`config.mk`:
```
export PLATFORM = sky130hd
export DESIGN_NAME = percent_swing_turn_detector
export DESIGN_NICKNAME = d
export VERILOG_FILES = /design/src/hw/rtl/pstd_pkg.sv /design/src/hw/rtl/pstd_threshold.sv /design/src/hw/rtl/pstd_tracker.sv /design/src/hw/rtl/percent_swing_turn_detector.sv
export SDC_FILE = /design/constraint.sdc
export NUM_CORES = 1
export LEC_CHECK = 0
export ABC_CLOCK_PERIOD_IN_PS = 18200
export BUFFER_PORTS_ARGS = -buffer_cell sky130_fd_sc_hd__buf_2
export CAP_MARGIN = 40
export CELL_PAD_IN_SITES_DETAIL_PLACEMENT = 1
export CELL_PAD_IN_SITES_GLOBAL_PLACEMENT = 2
export CORE_MARGIN = 5
export CORE_UTILIZATION = 40
export CTS_CLUSTER_DIAMETER = 40
export CTS_CLUSTER_SIZE = 12
export DETAILED_ROUTE_END_ITERATION = 8
export PLACE_DENSITY = 0.9
export SYNTH_ARGS = -nofsm -noshare
export SYNTH_HDL_FRONTEND = slang
export SYNTH_SLANG_ARGS = --single-unit
export TNS_END_PERCENT = 30
```
`constraint.sdc`:
```
create_clock -name clk -period 18.2 [get_ports clk]
set_clock_uncertainty 0.1 [all_clocks]
set_input_delay 0.91 -clock clk [delete_from_list [all_inputs] [get_ports clk]]
set_output_delay 0.91 -clock clk [all_outputs]
set_load 0.05 [all_outputs]
```
`src/hw/rtl/pstd_pkg.sv`:
```
// Package for the percent swing turn detector.
// Holds field widths, reset constants and the structs shared by the modules.
// No dependencies.
package pstd_pkg;

	localparam int FIELD_BITS = 32;
	localparam int DAY_BITS = 32;
	localparam int PCT_BITS = 7;
	localparam int PRICE_BITS_DEF = 32;
	localparam logic [PCT_BITS-1:0] PCT_RESET = 7'd10;
	localparam logic [PCT_BITS-1:0] PCT_MIN = 7'd1;
	localparam int PCT_SCALE = 100;

	localparam logic KIND_BULL = 1'b0;
	localparam logic KIND_BEAR = 1'b1;

	typedef struct packed {
		logic rise;
		logic fall;
	} cmp_t;

	typedef struct packed {
		logic                  hit;
		logic                  kind;
		logic [DAY_BITS-1:0]   day;
		logic [FIELD_BITS-1:0] price;
		logic [DAY_BITS-1:0]   ref_day;
		logic [FIELD_BITS-1:0] ref_price;
	} turn_t;

endpackage

```
`src/hw/rtl/pstd_threshold.sv`:
```
// Percent threshold compare for a price against a reference price.
// Depends on pstd_pkg for the percent width and scale.
module pstd_threshold #(
	parameter int PW_BITS = pstd_pkg::PRICE_BITS_DEF
) (
	input  logic [PW_BITS-1:0]             p,
	input  logic [PW_BITS-1:0]             ref_p,
	input  logic [pstd_pkg::PCT_BITS-1:0]  pct,
	output pstd_pkg::cmp_t                 cmp
);

	localparam int WB = PW_BITS + pstd_pkg::PCT_BITS;

	logic [WB-1:0] up_scaled;
	logic [WB-1:0] dn_scaled;
	logic [WB-1:0] limit;

	always_comb begin
		up_scaled = WB'(p - ref_p) * WB'(pstd_pkg::PCT_SCALE);
		dn_scaled = WB'(ref_p - p) * WB'(pstd_pkg::PCT_SCALE);
		limit     = WB'(ref_p) * WB'(pct);
		cmp.rise  = (p >= ref_p) && (up_scaled >= limit);
		cmp.fall  = (p <= ref_p) && (dn_scaled >= limit);
	end

endmodule

```
`src/hw/rtl/pstd_tracker.sv`:
```
// Trend state and turn decision for the percent swing turn detector.
// Depends on pstd_pkg and instantiates pstd_threshold.
module pstd_tracker #(
	parameter int PRICE_BITS = pstd_pkg::PRICE_BITS_DEF
) (
	input  logic                              clk,
	input  logic                              arst_n,
	input  logic                              fire,
	input  logic                              series_start,
	input  logic [pstd_pkg::FIELD_BITS-1:0]   price,
	input  logic [pstd_pkg::DAY_BITS-1:0]     day_code,
	input  logic [pstd_pkg::PCT_BITS-1:0]     swing_percent,
	output pstd_pkg::turn_t                   turn
);

	localparam int PW = (PRICE_BITS < pstd_pkg::FIELD_BITS) ? PRICE_BITS : pstd_pkg::FIELD_BITS;

	logic                            active_q;
	logic                            first_q;
	logic                            rising_q;
	logic [PW-1:0]                   ext_price_q;
	logic [pstd_pkg::DAY_BITS-1:0]   ext_day_q;

	logic                            fresh;
	logic [PW-1:0]                   p;
	logic [PW-1:0]                   ref_p;
	logic [pstd_pkg::DAY_BITS-1:0]   ref_d;
	logic                            first_cur;
	logic                            rising_cur;
	logic [pstd_pkg::PCT_BITS-1:0]   pct_eff;
	pstd_pkg::cmp_t                  cmp;

	logic                            first_n;
	logic                            rising_n;
	logic [PW-1:0]                   ext_price_n;
	logic [pstd_pkg::DAY_BITS-1:0]   ext_day_n;
	logic                            hit;
	logic                            kind;

	assign p = price[PW-1:0];
	assign fresh = series_start || !active_q;
	assign ref_p = fresh ? p : ext_price_q;
	assign ref_d = fresh ? day_code : ext_day_q;
	assign first_cur = fresh ? 1'b0 : first_q;
	assign rising_cur = fresh ? 1'b1 : rising_q;
	assign pct_eff = (swing_percent == '0) ? pstd_pkg::PCT_MIN : swing_percent;

	pstd_threshold #(
		.PW_BITS (PW)
	) u_threshold (
		.p     (p),
		.ref_p (ref_p),
		.pct   (pct_eff),
		.cmp   (cmp)
	);

	always_comb begin
		first_n     = first_cur;
		rising_n    = rising_cur;
		ext_price_n = ref_p;
		ext_day_n   = ref_d;
		hit         = 1'b0;
		kind        = pstd_pkg::KIND_BULL;
		priority if (!first_cur) begin
			hit  = cmp.rise || cmp.fall;
			kind = cmp.rise ? pstd_pkg::KIND_BULL : pstd_pkg::KIND_BEAR;
			if (hit) begin
				first_n     = 1'b1;
				rising_n    = cmp.rise;
				ext_price_n = p;
				ext_day_n   = day_code;
			end
		end else if (!rising_cur) begin
			hit  = cmp.rise;
			kind = pstd_pkg::KIND_BULL;
			if (hit) begin
				rising_n    = 1'b1;
				ext_price_n = p;
				ext_day_n   = day_code;
			end else if (p < ref_p) begin
				ext_price_n = p;
				ext_day_n   = day_code;
			end
		end else begin
			hit  = cmp.fall;
			kind = pstd_pkg::KIND_BEAR;
			if (hit) begin
				rising_n    = 1'b0;
				ext_price_n = p;
				ext_day_n   = day_code;
			end else if (p > ref_p) begin
				ext_price_n = p;
				ext_day_n   = day_code;
			end
		end
	end

	always_comb begin
		turn.hit       = hit;
		turn.kind      = kind;
		turn.day       = day_code;
		turn.price     = pstd_pkg::FIELD_BITS'(p);
		turn.ref_day   = ref_d;
		turn.ref_price = pstd_pkg::FIELD_BITS'(ref_p);
	end

	always_ff @(posedge clk or negedge arst_n) begin
		if (!arst_n) begin
			active_q    <= 1'b0;
			first_q     <= 1'b0;
			rising_q    <= 1'b1;
			ext_price_q <= '0;
			ext_day_q   <= '0;
		end else if (fire) begin
			active_q    <= 1'b1;
			first_q     <= first_n;
			rising_q    <= rising_n;
			ext_price_q <= ext_price_n;
			ext_day_q   <= ext_day_n;
		end
	end

endmodule

```
`src/hw/rtl/percent_swing_turn_detector.sv`:
```
// Percent swing turn detector: input register, trend tracker, result register.
// A turn word goes from the input register through the trend tracker into the result register.
// Takes one sample per cycle unless in_stall holds it while a turn waits on a stalled output word.
// Reset: asynchronous, active low; clears the series state and both valid flags,
// and sets the swing percent register to 10. Depends on pstd_pkg and pstd_tracker.
module percent_swing_turn_detector #(
	parameter int PRICE_BITS = pstd_pkg::PRICE_BITS_DEF
) (
	input  logic                              clk,
	input  logic                              arst_n,
	input  logic                              cfg_wr_en,
	input  logic [pstd_pkg::PCT_BITS-1:0]     cfg_wr_data,
	input  logic                              in_valid,
	output logic                              in_stall,
	input  logic                              series_start,
	input  logic [pstd_pkg::FIELD_BITS-1:0]   price,
	input  logic [pstd_pkg::DAY_BITS-1:0]     day_code,
	output logic                              out_valid,
	input  logic                              out_stall,
	output logic                              turn_kind,
	output logic [pstd_pkg::DAY_BITS-1:0]     turn_day,
	output logic [pstd_pkg::FIELD_BITS-1:0]   turn_price,
	output logic [pstd_pkg::DAY_BITS-1:0]     ref_day,
	output logic [pstd_pkg::FIELD_BITS-1:0]   ref_price
);

	logic [pstd_pkg::PCT_BITS-1:0]   pct_q;
	logic                            valid_s1;
	logic                            start_s1;
	logic [pstd_pkg::FIELD_BITS-1:0] price_s1;
	logic [pstd_pkg::DAY_BITS-1:0]   day_s1;
	logic                            out_valid_q;
	pstd_pkg::turn_t                 turn;
	pstd_pkg::turn_t                 turn_q;
	logic                            advance;
	logic                            in_take;

	assign advance = valid_s1 && (!out_valid_q || !out_stall || !turn.hit);
	assign in_stall = valid_s1 && !advance;
	assign in_take = in_valid && !in_stall;

	always_ff @(posedge clk or negedge arst_n) begin
		if (!arst_n) begin
			pct_q <= pstd_pkg::PCT_RESET;
		end else if (cfg_wr_en) begin
			pct_q <= cfg_wr_data;
		end
	end

	always_ff @(posedge clk or negedge arst_n) begin
		if (!arst_n) begin
			valid_s1 <= 1'b0;
		end else if (in_take) begin
			valid_s1 <= 1'b1;
		end else if (advance) begin
			valid_s1 <= 1'b0;
		end
	end

	always_ff @(posedge clk) begin
		if (in_take) begin
			start_s1 <= series_start;
			price_s1 <= price;
			day_s1   <= day_code;
		end
	end

	pstd_tracker #(
		.PRICE_BITS (PRICE_BITS)
	) u_tracker (
		.clk           (clk),
		.arst_n        (arst_n),
		.fire          (advance),
		.series_start  (start_s1),
		.price         (price_s1),
		.day_code      (day_s1),
		.swing_percent (pct_q),
		.turn          (turn)
	);

	always_ff @(posedge clk or negedge arst_n) begin
		if (!arst_n) begin
			out_valid_q <= 1'b0;
		end else if (advance && turn.hit) begin
			out_valid_q <= 1'b1;
		end else if (!out_stall) begin
			out_valid_q <= 1'b0;
		end
	end

	always_ff @(posedge clk) begin
		if (advance && turn.hit) begin
			turn_q <= turn;
		end
	end

	assign out_valid  = out_valid_q;
	assign turn_kind  = turn_q.kind;
	assign turn_day   = turn_q.day;
	assign turn_price = turn_q.price;
	assign ref_day    = turn_q.ref_day;
	assign ref_price  = turn_q.ref_price;

	a_stall_needs_item: assert property (@(posedge clk) disable iff (!arst_n)
		in_stall |-> valid_s1)
		else $error("Input stalled with no word held in the input register.");

	a_turn_reaches_output: assert property (@(posedge clk) disable iff (!arst_n)
		(advance && turn.hit) |=> out_valid)
		else $error("A detected turn did not reach the output register.");

	a_blocked_turn_stalls: assert property (@(posedge clk) disable iff (!arst_n)
		(valid_s1 && turn.hit && out_valid_q && out_stall) |-> (in_stall && !advance))
		else $error("A turn advanced while the output word was stalled.");

endmodule
```
==> results of run 1 <==
[cells in the final DEF, fill, tap and decap left out, types with 27 or more instances in the layout]
| cell | netlist | routed |
|---|---|---|
| a21o_1 | 64 | 64 |
| nor2_1 | 148 | 147 |
| xor2_1 | 50 | 50 |
| fa_1 | 213 | 213 |
| xnor2_1 | 112 | 112 |
| buf_4 | 0 | 29 |
| ha_1 | 355 | 355 |
| clkbuf_16 | 0 | 37 |
| mux2_1 | 60 | 60 |
| nand3_1 | 29 | 29 |
| nor2b_1 | 124 | 122 |
| dfrtp_1 | 73 | 73 |
| buf_2 | 0 | 206 |
| edfxtp_1 | 194 | 194 |
| a21oi_1 | 192 | 192 |
| and2_1 | 65 | 65 |
| inv_1 | 417 | 417 |
| nand2_1 | 252 | 252 |
| o21bai_1 | 49 | 49 |
| nor3_1 | 27 | 27 |
| o21ai_0 | 94 | 94 |
[kinds of logic (layout without fill, tap and decap cells)]
kind of cell	count (synthesis)	in the layout	share of synthesized area (%)
adder cells (fa/ha/maj)	572	572	30.67
AO/OA/AOI/OAI	609	609	13.95
flip-flops	270	270	27.11
AND/OR/NAND/NOR	765	765	13.38
multiplexers	74	74	2.913
buffers and inverters	498	722	6.712
XOR/XNOR	166	166	5.273
[how the worst max path moves through the flow]
stage	from	slack [ns]	endpoint	cells past startpoint
floorplan	start_s1$_DFFE_PP_	3.02	ref_day[0]$_DFFE_PP_	39
global placement	start_s1$_DFFE_PP_	5.56	ref_day[31]$_DFFE_PP_	42
detailed placement	start_s1$_DFFE_PP_	5.82	ref_day[31]$_DFFE_PP_	41
CTS	start_s1$_DFFE_PP_	5.45	in_stall	39
global route	start_s1$_DFFE_PP_	4.56	in_stall	39
finish	u_tracker.active_q$_DFFE_PN0P_	5.42	in_stall	39
[synthesized netlist by cell type (65+ instances only)]
| cell type | count |
|---|---|
| xnor2_1 | 112 |
| nand2_1 | 252 |
| and2_1 | 65 |
| nor2b_1 | 124 |
| dfrtp_1 | 73 |
| nor2_1 | 148 |
| edfxtp_1 | 194 |
| a21oi_1 | 192 |
| ha_1 | 355 |
| o21ai_0 | 94 |
| clkbuf_1 | 70 |
| inv_1 | 417 |
| fa_1 | 213 |
[flip-flops by register name, summed over array words and instances, names as in the netlist]
name                   cells
out_valid                  1
u_tracker.ext_day_q       32
turn_kind                  1
turn_price                32
day_s1                    32
u_tracker.rising_q         1
valid_s1                   1
pct_q                      7
price_s1                  32
ref_day                   32
start_s1                   1
u_tracker.ext_price_q     32
u_tracker.first_q          1
turn_day                  32
u_tracker.active_q         1
ref_price                 32
[worst max-delay path: cells and delay by family, from the launching register on]
family                   cells  cell delay (ns)
AND/OR/NAND/NOR             10             2.44
flip-flops                   1             0.50
adder cells (fa/ha/maj)      7             2.52
XOR/XNOR                     2             0.38
AO/OA/AOI/OAI               13             3.79
buffers and inverters        7             1.50
[layer usage]
layer	part of all wire, %	routed length [um]
met5	0.047	40
met4	2.3	1926
met3	4.4	3784
met2	48	40820
met1	45	38790
[metrics by stage]
stage / instances / cell area [um^2] / setup WS, ns
2_1_floorplan: 2954 / 28520 / 3.017
3_3_place_gp: 4053 / 30610 / 5.560
3_5_place_dp: 4063 / 30780 / 5.817
4_1_cts: 4127 / 31930 / 5.448
5_1_grt: 4128 / 31940 / 4.562
6_report: 4128 / 31940 / 5.420
[cell type report]
| class | instances | area (um^2) | area share [%] |
|---|---|---|---|
| Sequential cell | 270 | 7731 | 24.20 |
| Inverter | 418 | 1569 | 4.912 |
| Clock inverter | 14 | 177.7 | 0.5562 |
| Timing Repair Buffer | 240 | 1386 | 4.340 |
| Multi-Input combinational cell | 2186 | 18910 | 59.22 |
| Tap cell | 950 | 1189 | 3.721 |
| Clock buffer | 50 | 974.7 | 3.051 |
==> metrics.md, run 1 <==
| Metric | Value |
|---|---|
| Status | `finished clean` |
| Final TNS setup | `0 ns` |
| GPL Wtd Cong | `0.9190` |
| Vias | `22,280` |
| Critical path class | `reg -> out` |
| Number of port buffers | `207` |
| Antenna-violating nets left | `0` |
| Pre-antenna DRT Iters | `5` |
| TritonCTS Buffers | `35` |
| Top cell type's share of synthesized area | `20.43%` |
| Die Wd | `277.0 um` |
| Clock root cell | `clkbuf_16` |
| Clk sinks | `270` |
| Max-Cap Viols | `0` |
| R2r startpoint | `u_tracker.active_q$_DFFE_PN0P_` |
| Finish-stage setup viols | `0` |
| Avg Cell Area, Syn | `9.655 um^2` |
| CTS resizes | `0` |
| Final nets | `3,796` |
| Slew Limit Fails | `0` |
| Kind of start point of the critical path | `register` |
| Async set-reset flop share out of synthesis | `28.15%` |
| Synth cell types | `94` |
| Netlist Area Pre-Place | `28,520 um^2` |
| First-pass GRT wire length | `136,200 um` |
| Final hold violations | `0` |
| DRC | `0` |
| Layout area overhead | `11.99%` |
| WP data arrival | `11.77 ns` |
| Measured slew at the worst slew-check pin | `0.9609 ns` |
| Crit path time final | `12.78 ns` |
| Max-slew headroom | `35.13%` |
| Top cells by area, synth | `edfxtp_1, ha_1, fa_1` |
| CTS tree | `built` |
| Dominant cell type by area after synthesis | `edfxtp_1` |
| GRT busiest layer | `met2` |
| CTS clk-pin slew, worst paths | `0.06 ns` |
| Overall routed net length | `85,360 um` |
| Post-synthesis cell count | `2,954` |
| GR Layer Usage met3 | `2.656%` |
| R2R Setup Slk | `5.63 ns` |
| Worst Path Required | `17.19 ns` |
| Overflow after GRT | `0` |
| Die ar. | `76,740 um^2` |
| HPWL Detailed | `68,890 um` |
| Synthesis Warnings | `0` |
| Register area share after synthesis | `27.11%` |
| Vias in the first global route | `24,270` |
| Total track usage | `21.89%` |
| Htree depth | `2` |
| Initial antenna violation count | `4` |
| Core Region | `71,120 um^2` |
| R2R depth | `41` |
| Final hold slack | `0.1030 ns` |
| Fmax | `0.07825 GHz` |
| Met2 Track Usage GR | `37.63%` |
| Max incr delay on CP | `0.65 ns` |
| Ys flop type | `edfxtp_1` |
| Reg-to-Reg End | `ref_price[10]$_DFFE_PP_` |
| Met1 usage in global routing | `29.91%` |
| WL per Instance | `20.68 um` |
| Initial Util | `40.10%` |
| Crit Path Max Fanout | `80` |
| Site Rows | `98` |
| Die Span Y | `277.0 um` |
| Post-CTS Setup Repair Bufs | `0` |
| Antenna cells | `0` |
| Slowest cell on the critical path | `nor4b_1` |
| Clk Latency, worst-skew pair | `0.53 ns` |
| Avg Vias per Cell | `5.398` |
| Longest Clk Path Bufs | `3` |
| Layout cells sized above 1 | `10.92%` |
| Final Util | `44.91%` |
| Iter 0 DRT Violations | `1,164` |
| Synthesized net count | `3,599` |
| Crit end category | `primary output` |
| Worst min path class | `in -> async` |
| EDFF count, synth | `194` |
| Boundary Pins | `208` |
| Pin count of the biggest net entering global routing | `81` |
| Post-CTS Hold Buffers | `0` |
| Flops & latches, synth | `270` |
| FILL cells | `8,250` |
| Final period util | `70.22%` |
| RSZ-0062 raised after global routing | `false` |
Power of run 1 is left out: the tool's default activity adds up to more than one toggle a clock period on the data nets, which glitch-free logic cannot reach.
==> run 2: changes to the inputs <==
--- a/config.mk
+++ b/config.mk
@@ -5,7 +5,7 @@
 export SDC_FILE = /design/constraint.sdc
 export NUM_CORES = 1
 export LEC_CHECK = 0
-export ABC_CLOCK_PERIOD_IN_PS = 18200
+export ABC_CLOCK_PERIOD_IN_PS = 13040
 export BUFFER_PORTS_ARGS = -buffer_cell sky130_fd_sc_hd__buf_2
 export CAP_MARGIN = 40
 export CELL_PAD_IN_SITES_DETAIL_PLACEMENT = 1
==> constraint.sdc (replaced) <==
create_clock -name clk -period 13.04 [get_ports clk]
set_clock_uncertainty 0.1 [all_clocks]
set_input_delay 0.652 -clock clk [delete_from_list [all_inputs] [get_ports clk]]
set_output_delay 0.652 -clock clk [all_outputs]
set_load 0.05 [all_outputs]
==> metrics.md, run 2 (same netlist as run 1, synthesis figures left out) <==
| Metric | Value |
|---|---|
| Die Span Y | `277.0 um (unchanged)` |
| Finish-stage setup viols | `0 (unchanged)` |
| Final nets | `3,803 (+0.18%)` |
| CTS clk-pin slew, worst paths | `0.07 ns (about the same)` |
| Avg Vias per Cell | `5.365 (-0.62%)` |
| WL per Instance | `20.38 um (-1.4%)` |
| Reg-to-Reg End | `day_s1[31]$_DFFE_PP_` |
| Pre-antenna DRT Iters | `5 (unchanged)` |
| Kind of start point of the critical path | `register` |
| HPWL Detailed | `69,630 um (+1.1%)` |
| Antenna-violating nets left | `0 (unchanged)` |
| Die Wd | `277.0 um (unchanged)` |
| Most frequent CP cell | `ha_1` |
| Overall routed net length | `84,260 um (-1.3%)` |
| Final std cells w/o fill | `4,134 (+0.15%)` |
| Crit path time final | `12.29 ns` |
| Final period util | `94.24%` |
| HP Start | `day_code[13]` |
| Worst Path Required | `12.29 ns (-4.90 ns)` |
| Vias | `22,180 (-0.48%)` |
| Hold Crit Endpoint | `day_s1[13]$_DFFE_PP_` |
| Clk Latency, worst-skew pair | `0.58 ns (+0.05 ns)` |
| Max-slew headroom | `36.80% (+1.7 points)` |
| Layout area overhead | `11.37%` |
| Slew Limit Fails | `0 (unchanged)` |
| WHS Path Cells | `1` |
| Total track usage | `21.49% (-0.40 points)` |
| Die ar. | `76,740 um^2 (unchanged)` |
| Crit path buf inv count | `5 (-2)` |
| Overflow after GRT | `0 (unchanged)` |
| CTS tree | `built` |
| Final hold violations | `0 (unchanged)` |
| Iter 0 DRT Violations | `1,030 (-12%)` |
| Crit end category | `primary output` |
| Slowest cell on the critical path | `edfxtp_1` |
| Max-Cap Viols | `0 (unchanged)` |
| Vias in the first global route | `24,140 (-0.51%)` |
| Max incr delay on CP | `0.52 ns (-0.13 ns)` |
| DRC | `0 (unchanged)` |
| Crit Path Max Fanout | `9 (-89%)` |
| Worst min path class | `in -> reg` |
| Placed Instances | `4,073 (+0.25%)` |
| Most frequent cells in the layout | `inv_1, ha_1, nand2_1` |
| GPL Wtd Cong | `0.9023 (-1.8%)` |
| R2R Setup Slk | `1.14 ns (-4.49 ns)` |
| Core Region | `71,120 um^2 (unchanged)` |
| WP data arrival | `11.54 ns (-0.23 ns)` |
| Design area | `31,760 um^2 (-0.56%)` |
| Htree depth | `1 (-1)` |
| Post-CTS Setup Repair Bufs | `0 (unchanged)` |
| Clock root cell | `clkbuf_16` |
| Clk sinks | `270 (unchanged)` |
| TritonCTS Buffers | `31 (-11%)` |
| Critical path class | `reg -> out` |
| Number of port buffers | `207 (unchanged)` |
| Site Rows | `98 (unchanged)` |
| First-pass GRT wire length | `133,800 um (-1.7%)` |
| Initial antenna violation count | `5 (+1)` |
| Status | `finished clean` |
| Layout cells sized above 1 | `10.96% (+0.046 points)` |
| Most common cell after layout, fill and taps aside | `inv_1` |
| CP top delay family | `compound AO/OA/AOI/OAI gates` |
| RSZ-0062 raised after global routing | `false` |
| Fmax | `0.08138 GHz` |
| FILL cells | `8,248 (-0.024%)` |
| Worst setup margin | `0.7516 ns (-4.669 ns)` |
| R2R depth | `43 (+4.9%)` |
| R2r startpoint | `start_s1$_DFFE_PP_` |
| Measured slew at the worst slew-check pin | `0.9417 ns (-0.01920 ns)` |
| Boundary Pins | `208 (unchanged)` |
| Placed instance area | `30,800 um^2 (about the same)` |
| Initial Util | `40.10% (unchanged)` |
| Pin count of the biggest net entering global routing | `64 (-21%)` |
| Dpl ws | `1.113 ns (-4.704 ns)` |
| Longest Clk Path Bufs | `3 (unchanged)` |
run 2: cell count changes in the layout (fill, tap and decap cells not counted), moves of 2 or more:
cell,before,now
buf_4,29,39
clkbuf_16,37,31
buf_16,5,0
buf_12,0,4
clkbuf_1,13,16
bufinv_16,2,0
inv_8,4,2
run 2: per-stage QoR:
| step | hold WS (ns) | utilization, % | TNS [ns] |
|---|---|---|---|
| finish | 0.1412 | 44.66 | 0 |
| global route | 0.1214 | 44.66 | 0 |
| CTS | 0.1114 | 44.64 | 0 |
| detailed placement | 0.3656 | 43.31 | 0 |
| global placement | 0.3613 | 43.25 | 0 |
| floorplan | 0.2564 | - | -20.14 |
run 2: how the worst max path moves through the flow:
stage,from,endpoint,slack (ns),depth (start not counted)
floorplan,start_s1$_DFFE_PP_,day_s1[0]$_DFFE_PP_,-0.31,45
global placement,start_s1$_DFFE_PP_,day_s1[30]$_DFFE_PP_,1.17,39
detailed placement,start_s1$_DFFE_PP_,day_s1[30]$_DFFE_PP_,1.11,43
CTS,start_s1$_DFFE_PP_,in_stall,0.60,42
global route,start_s1$_DFFE_PP_,in_stall,0.09,39
finish,start_s1$_DFFE_PP_,in_stall,0.75,42
run 2: final cells by class:
| class | count | area [um^2] | share of cell area, % |
|---|---|---|---|
| diodes | 1 | 2.502 | 0.007878 |
| clock buffers | 48 | 849.6 | 2.675 |
| clock inverters | 10 | 87.58 | 0.2757 |
| inverters | 418 | 1569 | 4.940 |
| multi-input cells | 2186 | 18910 | 59.53 |
| flip-flops and latches | 270 | 7731 | 24.34 |
| well taps | 950 | 1189 | 3.742 |
| repair buffers | 251 | 1425 | 4.487 |
run 2: per-layer routing:
layer  up-vias  global-route usage (%)  routed length [um]  part of all wire, %
met5         -                       0                  34                0.040
met4         6                   4.103                1611                  1.9
met3        83                   2.310                3837                  4.6
met2       390                   38.00               40850                   48
met1     11220                   28.87               37930                   45
li1      10470                       -                   -                    -
run 2: repair_timing:
item,4_1_cts,5_1_grt
hold endpoints to repair,29,0
resized for setup,0,2
hold buffers,1,0
endpoints found under the setup margin,0,1
Power of run 2 is left out for the same reason.
